## config.mk

```make
export PLATFORM = sky130hd
export DESIGN_NAME = internet_checksum_stream
export DESIGN_NICKNAME = d
export VERILOG_FILES = /design/src/hw/rtl/ics_pkg.sv /design/src/hw/rtl/internet_checksum_stream.sv /design/src/hw/rtl/ics_front.sv /design/src/hw/rtl/ics_queue.sv /design/src/hw/rtl/ics_back.sv
export VERILOG_INCLUDE_DIRS = /design/src /design/src/hw/rtl
export SDC_FILE = /design/constraint.sdc
export NUM_CORES = 1
export LEC_CHECK = 0
export BUFFER_PORTS_ARGS = -buffer_cell sky130_fd_sc_hd__buf_2
export CAP_MARGIN = 20
export CORE_UTILIZATION = 55
export CTS_CLUSTER_DIAMETER = 80
export DETAILED_ROUTE_END_ITERATION = 6
export GPL_ROUTABILITY_DRIVEN = 0
export PLACE_DENSITY = 0.71
export SLEW_MARGIN = 15
export SYNTH_ARGS = -nofsm -noshare
export SYNTH_HDL_FRONTEND = slang
export SYNTH_SLANG_ARGS = --single-unit
```

## constraint.sdc

```tcl
create_clock -name clk -period 16.2 [get_ports clk]
set_clock_uncertainty 0.2 [all_clocks]
set_input_delay 4.86 -clock clk [delete_from_list [all_inputs] [get_ports clk]]
set_output_delay 4.86 -clock clk [all_outputs]
set_load 0.05 [all_outputs]
```

## src/hw/rtl/internet_checksum_stream_assert.svh

```systemverilog
// Assertion macros shared by the checksum stream RTL.
// Expects signals clk and rst_n in the scope of use.
`ifndef INTERNET_CHECKSUM_STREAM_ASSERT_SVH
`define INTERNET_CHECKSUM_STREAM_ASSERT_SVH

// Property that must hold at every clock edge outside reset.
`define ICS_ASSERT(lbl, prop, msg) \
    lbl: assert property (@(posedge clk) disable iff (!rst_n) (prop)) else $error(msg);

// Condition that must never be true outside reset.
`define ICS_ASSERT_NEVER(lbl, cond, msg) \
    lbl: assert property (@(posedge clk) disable iff (!rst_n) !(cond)) else $error(msg);

`endif

```

## src/hw/rtl/ics_pkg.sv

```systemverilog
// Package for the checksum stream: types, mode codes and constants.
// No dependencies.
`timescale 1ns / 1ps
`default_nettype none

package ics_pkg;

    typedef enum logic [1:0] {
        FUNC_IP  = 2'd0,
        FUNC_UDP = 2'd1,
        FUNC_TCP = 2'd2
    } ics_func_t;

    localparam int unsigned QUEUE_DEPTH = 2;

    localparam logic [31:0] PROTO_UDP         = 32'd17;
    localparam logic [31:0] PROTO_TCP         = 32'd6;
    localparam logic [31:0] PSEUDO_LEN_OFFSET = 32'd8;

    // protocol number minus length offset folded into one constant: count + K
    localparam logic [31:0] TERM_UDP = PROTO_UDP - PSEUDO_LEN_OFFSET;
    localparam logic [31:0] TERM_TCP = PROTO_TCP - PSEUDO_LEN_OFFSET;

    typedef struct packed {
        logic [31:0] sum;
        logic [15:0] count;
        logic [1:0]  func;
    } ics_entry_t;

    typedef struct packed {
        logic full;
        logic empty;
    } ics_qstat_t;

endpackage

`default_nettype wire

```

## src/hw/rtl/internet_checksum_stream.sv

```systemverilog
// Channel  | Handshake           | Payload
// ---------+---------------------+----------------------------------
// input    | in_valid / in_stall | data_byte[7:0] func[1:0] last_byte
// output   | out_valid/out_stall | checksum_value[15:0]
//
// One byte per cycle unless stalled; a sum crosses queue, s1, s2 and output regs.
// The front end's single 32-bit add per byte sets the input rate.
// in_stall rises only when the region queue is full behind a stalled output.
// Reset (rst_n low, asynchronous) clears the running sum, count and all valids.
// Depends on ics_pkg, ics_front, ics_queue and ics_back.
`timescale 1ns / 1ps
`default_nettype none

module internet_checksum_stream #(
    parameter int unsigned QUEUE_DEPTH = ics_pkg::QUEUE_DEPTH
) (
    input  wire logic        clk,
    input  wire logic        rst_n,
    input  wire logic        in_valid,
    output logic             in_stall,
    input  wire logic [7:0]  data_byte,
    input  wire logic [1:0]  func,
    input  wire logic        last_byte,
    output logic             out_valid,
    input  wire logic        out_stall,
    output logic [15:0]      checksum_value
);

    logic                push;
    logic                pop;
    ics_pkg::ics_entry_t push_entry;
    ics_pkg::ics_entry_t head_entry;
    ics_pkg::ics_qstat_t qstat;

    ics_front u_front (
        .clk        (clk),
        .rst_n      (rst_n),
        .in_valid   (in_valid),
        .in_stall   (in_stall),
        .data_byte  (data_byte),
        .func       (func),
        .last_byte  (last_byte),
        .qstat      (qstat),
        .push       (push),
        .push_entry (push_entry)
    );

    ics_queue #(
        .DEPTH (QUEUE_DEPTH)
    ) u_queue (
        .clk        (clk),
        .rst_n      (rst_n),
        .push       (push),
        .push_entry (push_entry),
        .pop        (pop),
        .head_entry (head_entry),
        .qstat      (qstat)
    );

    ics_back u_back (
        .clk            (clk),
        .rst_n          (rst_n),
        .head_entry     (head_entry),
        .qstat          (qstat),
        .pop            (pop),
        .out_valid      (out_valid),
        .out_stall      (out_stall),
        .checksum_value (checksum_value)
    );

endmodule

`default_nettype wire

```

## src/hw/rtl/ics_front.sv

```systemverilog
// Front end: accepts bytes, pairs them into words and keeps the running sum.
// Depends on ics_pkg; pushes one entry per region into ics_queue.
`timescale 1ns / 1ps
`default_nettype none

module ics_front (
    input  wire logic               clk,
    input  wire logic               rst_n,
    input  wire logic               in_valid,
    output logic                    in_stall,
    input  wire logic [7:0]         data_byte,
    input  wire logic [1:0]         func,
    input  wire logic               last_byte,
    input  wire ics_pkg::ics_qstat_t qstat,
    output logic                    push,
    output ics_pkg::ics_entry_t     push_entry
);

    logic [31:0] acc_reg,   acc_next;
    logic [15:0] count_reg, count_next;
    logic [7:0]  held_reg,  held_next;
    logic        odd_reg,   odd_next;

    logic        accept;
    logic [15:0] word;
    logic [31:0] acc_sum;
    logic [15:0] count_inc;

    assign in_stall  = qstat.full;
    assign accept    = in_valid && !in_stall;
    assign word      = odd_reg ? {held_reg, data_byte} : {data_byte, 8'h00};
    assign acc_sum   = acc_reg + {16'h0000, word};
    assign count_inc = count_reg + 16'd1;

    assign push             = accept && last_byte;
    assign push_entry.sum   = acc_sum;
    assign push_entry.count = count_inc;
    assign push_entry.func  = func;

    always_comb
    begin
        acc_next   = acc_reg;
        count_next = count_reg;
        held_next  = held_reg;
        odd_next   = odd_reg;
        if (accept)
        begin
            if (last_byte)
            begin
                acc_next   = '0;
                count_next = '0;
                held_next  = '0;
                odd_next   = 1'b0;
            end
            else
            begin
                count_next = count_inc;
                if (odd_reg)
                begin
                    acc_next  = acc_sum;
                    held_next = '0;
                    odd_next  = 1'b0;
                end
                else
                begin
                    held_next = data_byte;
                    odd_next  = 1'b1;
                end
            end
        end
    end

    always_ff @(posedge clk or negedge rst_n)
    begin
        if (!rst_n)
        begin
            acc_reg   <= '0;
            count_reg <= '0;
            held_reg  <= '0;
            odd_reg   <= 1'b0;
        end
        else
        begin
            acc_reg   <= acc_next;
            count_reg <= count_next;
            held_reg  <= held_next;
            odd_reg   <= odd_next;
        end
    end

endmodule

`default_nettype wire

```

## src/hw/rtl/ics_queue.sv

```systemverilog
// Short queue of finished region sums between front and back end.
// Depends on ics_pkg and the assertion macro header.
`timescale 1ns / 1ps
`default_nettype none

module ics_queue #(
    parameter int unsigned DEPTH = ics_pkg::QUEUE_DEPTH
) (
    input  wire logic                clk,
    input  wire logic                rst_n,
    input  wire logic                push,
    input  wire ics_pkg::ics_entry_t push_entry,
    input  wire logic                pop,
    output ics_pkg::ics_entry_t      head_entry,
    output ics_pkg::ics_qstat_t      qstat
);

    localparam int unsigned PTR_W = (DEPTH > 1) ? $clog2(DEPTH) : 1;
    localparam int unsigned CNT_W = $clog2(DEPTH + 1);

    ics_pkg::ics_entry_t slots_reg [DEPTH];

    logic [PTR_W-1:0] wr_ptr_reg, wr_ptr_next;
    logic [PTR_W-1:0] rd_ptr_reg, rd_ptr_next;
    logic [CNT_W-1:0] count_reg,  count_next;

    assign qstat.full  = (count_reg == CNT_W'(DEPTH));
    assign qstat.empty = (count_reg == '0);
    assign head_entry  = slots_reg[rd_ptr_reg];

    always_comb
    begin
        wr_ptr_next = wr_ptr_reg;
        rd_ptr_next = rd_ptr_reg;
        count_next  = count_reg;
        if (push)
        begin
            wr_ptr_next = (wr_ptr_reg == PTR_W'(DEPTH - 1)) ? '0 : wr_ptr_reg + 1'b1;
        end
        if (pop)
        begin
            rd_ptr_next = (rd_ptr_reg == PTR_W'(DEPTH - 1)) ? '0 : rd_ptr_reg + 1'b1;
        end
        if (push && !pop)
        begin
            count_next = count_reg + 1'b1;
        end
        else if (pop && !push)
        begin
            count_next = count_reg - 1'b1;
        end
    end

    always_ff @(posedge clk or negedge rst_n)
    begin
        if (!rst_n)
        begin
            wr_ptr_reg <= '0;
            rd_ptr_reg <= '0;
            count_reg  <= '0;
        end
        else
        begin
            wr_ptr_reg <= wr_ptr_next;
            rd_ptr_reg <= rd_ptr_next;
            count_reg  <= count_next;
        end
    end

    always_ff @(posedge clk)
    begin
        if (push)
        begin
            slots_reg[wr_ptr_reg] <= push_entry;
        end
    end

`include "internet_checksum_stream_assert.svh"

    `ICS_ASSERT_NEVER(a_push_full, push && qstat.full && !pop, "queue push while full")
    `ICS_ASSERT_NEVER(a_pop_empty, pop && qstat.empty, "queue pop while empty")
    `ICS_ASSERT(a_count_up, (push && !pop) |=> (count_reg == $past(count_reg) + 1'b1),
        "queue count did not advance on push")

endmodule

`default_nettype wire

```

## src/hw/rtl/ics_back.sv

```systemverilog
// Back end: adds the pseudo-header terms, folds carries and inverts.
// Depends on ics_pkg and the assertion macro header; drains ics_queue.
`timescale 1ns / 1ps
`default_nettype none

module ics_back (
    input  wire logic                clk,
    input  wire logic                rst_n,
    input  wire ics_pkg::ics_entry_t head_entry,
    input  wire ics_pkg::ics_qstat_t qstat,
    output logic                     pop,
    output logic                     out_valid,
    input  wire logic                out_stall,
    output logic [15:0]              checksum_value
);

    logic        s1_valid_reg;
    logic [31:0] s1_sum_reg;
    logic [31:0] s1_term_reg;
    logic        s2_valid_reg;
    logic [31:0] s2_total_reg;
    logic        out_valid_reg;
    logic [15:0] checksum_reg;

    logic        out_ready;
    logic        s2_ready;
    logic        s1_ready;
    logic [31:0] term;
    logic [16:0] fold1;
    logic [15:0] fold2;

    assign out_ready = !out_valid_reg || !out_stall;
    assign s2_ready  = !s2_valid_reg || out_ready;
    assign s1_ready  = !s1_valid_reg || s2_ready;
    assign pop       = !qstat.empty && s1_ready;

    always_comb
    begin
        case (ics_pkg::ics_func_t'(head_entry.func))
            ics_pkg::FUNC_UDP: term = {16'h0000, head_entry.count} + ics_pkg::TERM_UDP;
            ics_pkg::FUNC_TCP: term = {16'h0000, head_entry.count} + ics_pkg::TERM_TCP;
            default:           term = '0;
        endcase
    end

    assign fold1 = {1'b0, s2_total_reg[31:16]} + {1'b0, s2_total_reg[15:0]};
    assign fold2 = fold1[15:0] + {15'h0000, fold1[16]};

    always_ff @(posedge clk or negedge rst_n)
    begin
        if (!rst_n)
        begin
            s1_valid_reg  <= 1'b0;
            s2_valid_reg  <= 1'b0;
            out_valid_reg <= 1'b0;
        end
        else
        begin
            if (s1_ready)
            begin
                s1_valid_reg <= !qstat.empty;
            end
            if (s2_ready)
            begin
                s2_valid_reg <= s1_valid_reg;
            end
            if (out_ready)
            begin
                out_valid_reg <= s2_valid_reg;
            end
        end
    end

    always_ff @(posedge clk)
    begin
        if (pop)
        begin
            s1_sum_reg  <= head_entry.sum;
            s1_term_reg <= term;
        end
        if (s2_ready && s1_valid_reg)
        begin
            s2_total_reg <= s1_sum_reg + s1_term_reg;
        end
        if (out_ready && s2_valid_reg)
        begin
            checksum_reg <= ~fold2;
        end
    end

    assign out_valid      = out_valid_reg;
    assign checksum_value = checksum_reg;

`include "internet_checksum_stream_assert.svh"

    `ICS_ASSERT(a_s2_hold, (s2_valid_reg && !out_ready) |=> s2_valid_reg,
        "stage 2 request lost under stall")

endmodule

`default_nettype wire
```

Yosys cells after proc, flatten, opt, wreduce, memory -nomap -nowiden:

Memory sizes are Yosys's and may differ from the RTL's.
Index checks and enable logic that the tools add are counted.

* input bits: 15
* memories kept: 1
* bits in registers: 176
* output and inout bits: 18
* latch bits: 0
* word-level logic and storage cells: 67
* memory bits (read-only): 0
* RAM bits: 100

* $add $sub $neg: 11
* magnitude comparators: 0
* eq/ne operators: 3
* div/mod/pow operators: 0
* mux-type cells: 15
* shift operators: 0
* reduce and logical (&&, ||, !) cells: 22
* bitwise operators: 1
* multipliers: 0

Memories
* u_queue.slots_reg: words 2, bits a word 50, read ports 1, clocked after memory_dff 0, write ports 1, line ics_queue.sv:21 `ics_pkg::ics_entry_t slots_reg [DEPTH];`

Operator list (count)
* $mux 32: 2
* $pmux 32 s2: 1
* $add 32x16->32: 1
* $add 32x32->32: 1
* $mux 16: 2
* $add 17x2->18 const B: 1
* $add 16x16->17: 1
* $add 16x4->17 const B: 1
* $add 16x1->16: 1
* $add 16x1->16 const B: 1
* $mux 8: 2
* $not 16->16: 1
* $logic_not 1->1: 8
* $logic_and 1x1->1: 7
* $mux 1: 6
* $eq 2x2->1 const B: 2
* $mux 2: 2
* $reduce_bool 2->1: 2
* $logic_or 1x1->1: 3
* $add 1x1->1 const B: 2
* $add 2x1->2 const B: 1
* $eq 2x1->1 const B: 1
* $logic_not 2->1: 1
* $reduce_and 2->1: 1
* $sub 2x1->2 const B: 1

Depth between registers and ports, before layout:

Gate-level depths: netlist (run 1).

* depth after elaboration: 8
* gate-level depth with buffers: 19
* gate-level depth less buffers: 19

Cells and area by module:

A second synthesis (run 1) with hierarchy kept.

* cells, all modules: 1210
* area, all modules: 14576.5 um2

By module, submodules not included
* ics_back: area each 6563.8 um2, cells an instance 596, instances 1, seq. area each 3017.9 um2
* ics_queue: area each 4047.6 um2, cells an instance 172, instances 1, seq. area each 3103.0 um2
* ics_front: area each 3965.1 um2, cells an instance 442, instances 1, seq. area each 1426.4 um2

Worst setup path before layout (run 1):

No wires, ideal clock.

* kind: input -> register
* start: input last_byte
* end: memory u_queue.slots_reg[0][0] (netlist name), enable pin
* path buffers: 2
* required time: 15.481 ns
* path slack: 6.358 ns
* library setup time: 0.519 ns
* stages: 5
* data arrival time: 9.123 ns
* path through: clkbuf_1 -> nor2_1 -> and2_0 -> clkbuf_1 -> nor3_1

* longest elaborated chain between the ends: 3

Ends and longest elaborated chain
* start, declared: line internet_checksum_stream.sv:23 `input wire logic last_byte,`
* $logic_and 1x1->1: line ics_front.sv:35 `assign push = accept && last_byte;`
* $mux 1: line ics_queue.sv:72 `if (push)`
* $mux 1 (implied by the code): line ics_queue.sv:74 `slots_reg[wr_ptr_reg] <= push_entry;`
* end, declared: line ics_queue.sv:21

No other way between the ends.

Worst setup path after layout (run 1):

* start: input in_valid
* end: memory u_queue.slots_reg[1][0] (netlist name), enable pin

* longest elaborated chain between the ends: 4

Ends and longest elaborated chain
* start, declared: line internet_checksum_stream.sv:19 `input wire logic in_valid,`
* $logic_and 1x1->1: line ics_front.sv:30 `assign accept = in_valid && !in_stall;`
* $logic_and 1x1->1: line ics_front.sv:35
* $mux 1: line ics_queue.sv:72
* $mux 1 (implied by the code): line ics_queue.sv:74

No other way between the ends.

==> results of run 1 <==
metrics by stage:
| stage | power [W] | cells | setup WS, ns | hold WS, ns | area, um2 |
|---|---|---|---|---|---|
| finish | 0.003590 | 1538 | 8.769 | 0.2768 | 15350 |
| floorplan | 0.002546 | 1159 | 6.358 | 0.2444 | 13840 |
| global placement | 0.002872 | 1487 | 8.072 | 0.2586 | 14340 |
| CTS | 0.003610 | 1538 | 8.780 | 0.2790 | 15350 |
| detailed placement | 0.002917 | 1488 | 8.227 | 0.2649 | 14360 |
| global route | 0.003838 | 1538 | 8.599 | 0.3021 | 15350 |
cell type report:
class	count	area share (%)
clock buffers	30	4.606
clock inverters	20	1.850
flip-flops and latches	262	49.18
repair buffers	40	1.516
multi-input cells	831	39.45
well taps	324	2.641
inverters	31	0.7581
layout by cell type, fill, tap and decap left out, types with 27 or more instances in the layout:
| master | count |
|---|---|
| a21o_1 | 33 |
| a21oi_1 | 61 |
| buf_2 | 32 |
| clkbuf_16 | 27 |
| dfrtp_1 | 63 |
| edfxtp_1 | 198 |
| ha_1 | 72 |
| inv_1 | 30 |
| mux2_2 | 43 |
| nand2_1 | 85 |
| nor2_1 | 65 |
| o21ai_0 | 62 |
| xnor2_1 | 81 |
| xor2_1 | 46 |
power by group:
| part | total (W) | internal, W | switching (W) |
|---|---|---|---|
| registers | 0.00120 | 0.00110 | 0.0000999 |
| clock network | 0.000680 | 0.000426 | 0.000254 |
| logic | 0.00171 | 0.000683 | 0.00103 |
| total | 0.00359 | 0.00221 | 0.00138 |
cells in the mapped netlist (12+ instances only):
library cell / instances
inv_1: 31
a22o_1: 24
nand3_1: 20
mux2_2: 43
a31oi_1: 12
a21oi_1: 61
clkbuf_1: 27
a21o_1: 33
dfrtp_1: 64
and2_1: 20
xnor2_1: 81
xor2_1: 46
and3_1: 12
ha_1: 72
o31ai_1: 16
edfxtp_1: 198
nor3_1: 14
o21ai_0: 63
nor2_1: 65
nor2b_1: 16
nand2_1: 85
mux2i_1: 13
how the worst min path moves through the flow:
stage,start,end,slack [ns],cells after the start
2_1_floorplan,u_front.held_reg[0],u_front.held_reg[0],0.24,2
3_3_place_gp,u_front.held_reg[5],u_front.held_reg[5],0.26,2
3_5_place_dp,u_front.held_reg[3],u_front.held_reg[3],0.26,2
4_1_cts,u_front.held_reg[7],u_front.held_reg[7],0.28,2
5_1_grt,u_front.held_reg[4],u_front.held_reg[4],0.30,2
6_report,u_front.held_reg[7],u_front.held_reg[7],0.28,2
cell families after synthesis:
kind of cell / synth area share, %
AOI/OAI and AO/OA: 14.19
and+or+nand+nor: 10.03
muxes: 4.438
DFF: 54.52
buffers and inverters: 1.844
adders and majority gates: 6.941
xor gates and xnor gates: 8.035
metal layers:
layer	up-vias	global-route usage, %	part of all wire (%)
met2	171	33.16	47
met1	4167	27.95	47
met3	32	2.531	4.3
li1	4390	-	-
met5	-	0	0
met4	0	5.541	1.8
worst min-delay path, cell delays in order (launching register included):
cell and delay (ns):
dfrtp_1 0.34, nand2_1 0.05, o21ai_0 0.06
==> run metrics, run 1 <==
Worst EP required=16.23 ns; top_reg_cell synth=edfxtp_1; Critical Path Start Type=input pin; Cell Area, Synth=13840 um2; clock slew at reported path FFs=0.06 ns; Yosys cell types=68; die width=160.7 um; CP top delay family=simple AND/OR/NAND/NOR gates; post-layout util=62.56%; antenna viol nets, final=0; initial antenna violation count=0; crit path kind=in2reg; Die Area=25810 um2; filler instances=1932; Syn Area/Cell=11.94 um2; Worst Path Buf+Inv=4; Yosys reg bits=262; Root Driver=clkbuf_16; top cell type's share of synthesized area=42.95%; Worst-Skew Late Latency=0.53 ns; Core Region=24530 um2; Cells after Synth=1159; Fin. Hold Viols=0; synth top area cells=edfxtp_1 (43%), dfrtp_1 (12%), ha_1 (6.5%); Buffers on Ports=32; first-pass GRT wire length=41.84 mm; Post-DP HPWL=18.07 mm; Final #Nets=1283; unrepaired setup endpoints after global routing=false; max-slew violation count=0; crit-path cells=buf_2 > o21ai_2 > buf_4 > nor2_1 > buf_4 > nand2_1 > and3_2 > buf_12; TNS Setup=0 ns; CTS Sinks=262; sequential element share of the synthesized area=54.52%; DR vias=8760; outcome=complete, no violations; Post-synth EDFFs=198; Starting DRT DRC Count=469; slowest stage delay, CP=0.75 ns; min cycle time layout=7.431 ns; Initial Util=56.43%; vias in the first global route=8537; via-per-instance ratio=5.696; Worst Setup EP=u_queue.slots_reg[1][0]; area growth from synthesis to layout=10.87%; net count after synthesis=1249; Congestion Overflow GR=0; Num CTS Buffers=27; Rows=57; critical path depth in cells=8; area of the multi-input gates=6055 um2; die span in y=160.7 um; worst vdd ir=141.9 uV; r2r setup slk=11.54 ns; Post-CTS Setup Inserts=0; pwr dens=233.9 nW/um2; endpoints failing setup=0; R2R cell count=19; # IOs=33; number of flip-flops under the largest register name=100; Slowest cell on crit path=and3_2; FMAX=134.6 MHz; slew margin rel.=34.28%; MaxCap Viol Count=0; Hold Path Class=reg2reg; H-tree levels=1; Storage cell area=7548 um2; Crit Path Max Fanout=39; ant diodes=0; worst path arrival time=7.46 ns; DRC Markers=0; top cell type by total area after synthesis=edfxtp_1; CP endpoint kind=flip-flop; drt total wl=25.34 mm; yosys warns=0; routed len/inst=16.48 um; Critical R2R Capture=u_back.checksum_value[15]; share of cells above drive strength 1=12.44%; fin crit share=45.87%; Leak Pwr=6.174 nW; largest net degree at the start of global routing=66; TritonRoute pass-1 iters=7; crit path launch=in_valid; most used cell, CP=buf_4; Overall Global Routing Usage=20.06%; CTS Hold Bufs=0; Worst-Margin Slew=0.9801 ns; post_cts resized=0; reg2reg start=u_back.s2_total_reg[0]; CTS tree=yes; Post-synth ARST share=24.43%; Max clock buf depth=3
Note: power is estimated with default switching activity, not from simulation.
==> inputs of run 2 (changes only) <==
==> constraint.sdc (replaced) <==
create_clock -name clk -period 7.5 [get_ports clk]
set_clock_uncertainty 0.2 [all_clocks]
set_input_delay 2.25 -clock clk [delete_from_list [all_inputs] [get_ports clk]]
set_output_delay 2.25 -clock clk [all_outputs]
set_load 0.05 [all_outputs]
==> run metrics, run 2 (synthesis results as in run 1) <==
Hold Path Class=reg2reg; Placed Cells=1488; Critical R2R Capture=u_back.checksum_value[15]; share of cells above drive strength 1=12.58%; DRC Markers=0; first-pass GRT wire length=41.86 mm; slew margin rel.=33.62%; Buffers on Ports=32; Initial Util=56.43%; crit path kind=in2reg; CP top delay family=compound AO/OA/AOI/OAI gates; drt total wl=25.37 mm; Core Region=24530 um2; critical path depth in cells=13; most used cell, CP=a21o_1; die span in y=160.7 um; most frequent cells in the layout=edfxtp_1 (198), nand2_1 (85), xnor2_1 (81); number of flip-flops under the largest register name=100; pwr dens=506.0 nW/um2; Die Area=25810 um2; clock slew at reported path FFs=0.06 ns; Hold Crit Depth=2; routed len/inst=16.47 um; Storage cell area=7548 um2; TritonRoute pass-1 iters=5; most common cell after layout, fill and taps aside=edfxtp_1; Overall Global Routing Usage=20.13%; CTS Sinks=262; CTS tree=yes; min cycle time layout=4.816 ns; Rows=57; max-slew violation count=0; Leak Pwr=6.189 nW; CTS Hold Bufs=0; crit-path cells=buf_2 > and2_1 > ha_1 > fa_1 > a21o_1 > a21oi_1 > nor2b_1 > o21ai_1 > o211ai_1 > a21o_1 > nand2_1 > nor2_1 > a221o_1; Starting DRT DRC Count=467; Worst Path Buf+Inv=1; Worst EP required=7.72 ns; initial antenna violation count=0; Fin. Hold Viols=0; CP endpoint kind=flip-flop; area of the multi-input gates=6055 um2; # IOs=33; slowest stage delay, CP=0.41 ns; H-tree levels=1; Root Driver=clkbuf_16; reg2reg start=u_back.s2_total_reg[0]; endpoints failing setup=0; worst vdd ir=308.2 uV; die width=160.7 um; ant diodes=0; MaxCap Viol Count=0; via-per-instance ratio=5.681; Worst Setup EP=u_front.acc_reg[28]; outcome=complete, no violations; Slowest cell on crit path=fa_1; vias in the first global route=8488; Worst-Skew Late Latency=0.54 ns; Post-CTS Setup Inserts=0; Crit Path Max Fanout=15; FMAX=207.7 MHz; Post-DP HPWL=18.19 mm; Critical Path Start Type=input pin; Worst-Margin Slew=0.9899 ns; r2r setup slk=2.86 ns; antenna viol nets, final=0; final cell count without fillers=1540; Num CTS Buffers=28; crit path launch=data_byte[0]; DR vias=8748; Final #Nets=1284; Max clock buf depth=3; unrepaired setup endpoints after global routing=false; largest net degree at the start of global routing=66; Total Power=0.007788 W; R2R cell count=19; Congestion Overflow GR=0; fin crit share=64.21%; filler instances=1906; area growth from synthesis to layout=11.20%; post_cts resized=0; TNS Setup=0 ns; worst path arrival time=5.03 ns
-- run 2: power by group --
group | internal (W) | leakage [nW] | switching, W | total (W)
Sequential | 0.00238 | 2.76 | 0.000221 | 0.00260
Combinational | 0.00147 | 2.93 | 0.00220 | 0.00368
Clock | 0.000952 | 0.500 | 0.000559 | 0.00151
Total | 0.00480 | 6.19 | 0.00298 | 0.00779
-- run 2: worst min-delay path: stages, from the launching register on --
cell and delay (ns):
dfrtp_1 0.34, nand2_1 0.05, o21ai_0 0.06
-- run 2: worst min-delay path by stage --
stage | start | to
after global placement | u_front.held_reg[5] | u_front.held_reg[5]
final | u_front.held_reg[6] | u_front.held_reg[6]
after CTS | u_front.held_reg[7] | u_front.held_reg[7]
after floorplan | u_front.held_reg[0] | u_front.held_reg[0]
after detailed placement | u_front.held_reg[7] | u_front.held_reg[7]
after global routing | u_front.held_reg[7] | u_front.held_reg[7]
-- run 2: area by class of cell --
cell class | instances | share of cell area (%)
clock buffers | 36 | 5.145
clock inverters | 16 | 1.585
inverters | 31 | 0.7559
multi-input cells | 831 | 39.33
flip-flops and latches | 262 | 49.04
well taps | 324 | 2.634
repair buffers | 40 | 1.512
-- run 2: metal layers --
| layer | wire (um) | track usage, % | vias up |
|---|---|---|---|
| met4 | 535 | 5.455 | 0 |
| met1 | 12010 | 27.92 | 4129 |
| met3 | 1107 | 2.815 | 36 |
| met2 | 11710 | 33.25 | 176 |
| met5 | 0 | 0 | - |
| li1 | - | - | 4407 |
-- run 2: metrics by stage --
stage	hold slack (ns)	worst slack, ns	util (%)	cell area [um2]
after CTS	0.2788	2.698	62.74	15390
after detailed placement	0.2645	2.141	58.52	14360
after floorplan	0.2444	0.2676	-	13840
final	0.2767	2.684	62.74	15390
after global routing	0.2865	2.381	62.74	15390
after global placement	0.2586	2.226	58.44	14340
==> inputs of run 3 (changes only) <==
--- a/config.mk
+++ b/config.mk
@@ -12,7 +12,7 @@
 export CTS_CLUSTER_DIAMETER = 80
 export DETAILED_ROUTE_END_ITERATION = 6
 export GPL_ROUTABILITY_DRIVEN = 0
-export PLACE_DENSITY = 0.71
+export PLACE_DENSITY = 0.74
 export SLEW_MARGIN = 15
 export SYNTH_ARGS = -nofsm -noshare
 export SYNTH_HDL_FRONTEND = slang
==> constraint.sdc (replaced) <==
create_clock -name clk -period 4.4 [get_ports clk]
set_clock_uncertainty 0.2 [all_clocks]
set_input_delay 1.32 -clock clk [delete_from_list [all_inputs] [get_ports clk]]
set_output_delay 1.32 -clock clk [all_outputs]
set_load 0.05 [all_outputs]
==> run metrics, run 3 (synthesis results as in run 1) <==
Fin Hold WS=0.2789 ns; Worst Path Buf+Inv=1; Buffers on Ports=32; DR vias=8939; slowest stage delay, CP=0.39 ns; # IOs=33; CP endpoint kind=flip-flop; Worst Setup EP=u_back.checksum_value[15]; share of cells above drive strength 1=13.16%; antenna viol nets, final=0; R2R cell count=19; endpoints failing setup=0; filler instances=1867; DRC Markers=0; most common cell after layout, fill and taps aside=edfxtp_1; Critical R2R Capture=u_back.checksum_value[15]; Worst-Margin Slew=1.031 ns; Initial Util=56.43%; CP top delay family=simple AND/OR/NAND/NOR gates; Congestion Overflow GR=0; drt total wl=26.10 mm; TNS Setup=0 ns; slew margin rel.=31.30%; Die Area=25810 um2; Leak Pwr=6.216 nW; MaxCap Viol Count=0; worst vdd ir=475.9 uV; placed cell areas=14460 um2; fin worst setup slack=0.3118 ns; area growth from synthesis to layout=11.29%; vias in the first global route=8789; largest net degree at the start of global routing=51; FMAX=244.6 MHz; fin crit share=92.91%; Crit Path Max Fanout=5; via-per-instance ratio=5.749; Core Region=24530 um2; Max clock buf depth=3; Slowest cell on crit path=fa_1; max-slew violation count=0; post-layout instance area=15410 um2; crit-path cells=ha_1 > inv_1 > fa_1 > nor2b_1 > o31a_1 > o21ai_1 > a21boi_1 > o221ai_1 > a21oi_2 > a21o_1 > a21o_1 > ha_1 > nand2b_1 > nor2_1 > nand3_1 > nor4b_4 > nand3b_1 > nor4_2 > xnor2_1; critical path depth in cells=19; Post-DP HPWL=18.63 mm; CTS Hold Bufs=0; outcome=complete, no violations; Worst-Skew Late Latency=0.53 ns; initial antenna violation count=0; CTS Sinks=262; min cycle time layout=4.088 ns; Starting DRT DRC Count=606; met3 WL=1.018 mm; Met2 Routed Length=12.36 mm; TritonRoute pass-1 iters=5; clock slew at reported path FFs=0.06 ns; CTS tree=yes; Critical Path Start Type=flip-flop; dpl ws=0.1296 ns; Worst EP required=4.47 ns; number of flip-flops under the largest register name=100; crit path launch=u_back.s2_total_reg[0]; Overall Global Routing Usage=20.67%; die width=160.7 um; most frequent cells in the layout=edfxtp_1 (198), nand2_1 (85), xnor2_1 (81); area of the multi-input gates=6081 um2; pwr dens=854.4 nW/um2; ant diodes=0; routed len/inst=16.78 um; first-pass GRT wire length=42.79 mm; worst path arrival time=4.16 ns; Storage cell area=7548 um2; Final #Nets=1299; H-tree levels=1; min-delay src=u_front.held_reg[3]; post-layout util=62.80%; crit path kind=reg2reg; Root Driver=clkbuf_16; Rows=57; met1 WL=12.09 mm; Fin. Hold Viols=0; reg2reg start=u_back.s2_total_reg[0]; Hold Path Class=reg2reg; r2r setup slk=0.31 ns; DR top layer=met4; die span in y=160.7 um; Num CTS Buffers=28
run 3: final cells by class:
class / count / area share (%)
clock buffer: 40 / 5.173
tap: 324 / 2.631
inverter: 31 / 0.7553
sequential: 262 / 49.00
clock inverter: 12 / 0.7309
timing repair buffer: 55 / 2.242
multi-input combinational: 831 / 39.47
run 3: through the flow:
step | total power (W) | cells
2_1_floorplan | 0.009371 | 1159
3_3_place_gp | 0.01065 | 1501
3_5_place_dp | 0.01081 | 1501
4_1_cts | 0.01315 | 1553
5_1_grt | 0.01406 | 1555
6_report | 0.01316 | 1555
run 3: worst min-delay path by stage:
stage | end | slack, ns | cells after the start
after global routing | u_front.held_reg[7] | 0.29 | 2
after global placement | u_front.held_reg[4] | 0.26 | 2
final | u_front.held_reg[3] | 0.28 | 2
after floorplan | u_front.held_reg[0] | 0.24 | 2
after detailed placement | u_front.held_reg[7] | 0.27 | 2
after CTS | u_front.held_reg[7] | 0.28 | 2
run 3: timing repair:
action | 4_1_cts | 5_1_grt
buffers inserted | 0 | 2
endpoints found under the setup margin | 0 | 3
gates resized for setup | 0 | 4
run 3: worst min-delay path, stage by stage (launching register included):
cell and delay (ns):
dfrtp_1 0.34, nand2_1 0.04, o21ai_0 0.06
run 3: where the power goes:
group          internal, W  switching, W
registers          0.00405      0.000411
clock network      0.00137      0.000915
logic              0.00259       0.00383
total              0.00801       0.00516
run 3: layer usage:
| metal | track usage (%) | up-vias |
|---|---|---|
| li1 | - | 4431 |
| met1 | 28.00 | 4280 |
| met2 | 34.49 | 185 |
| met3 | 3.022 | 43 |
| met4 | 6.320 | 0 |
| met5 | 0 | - |
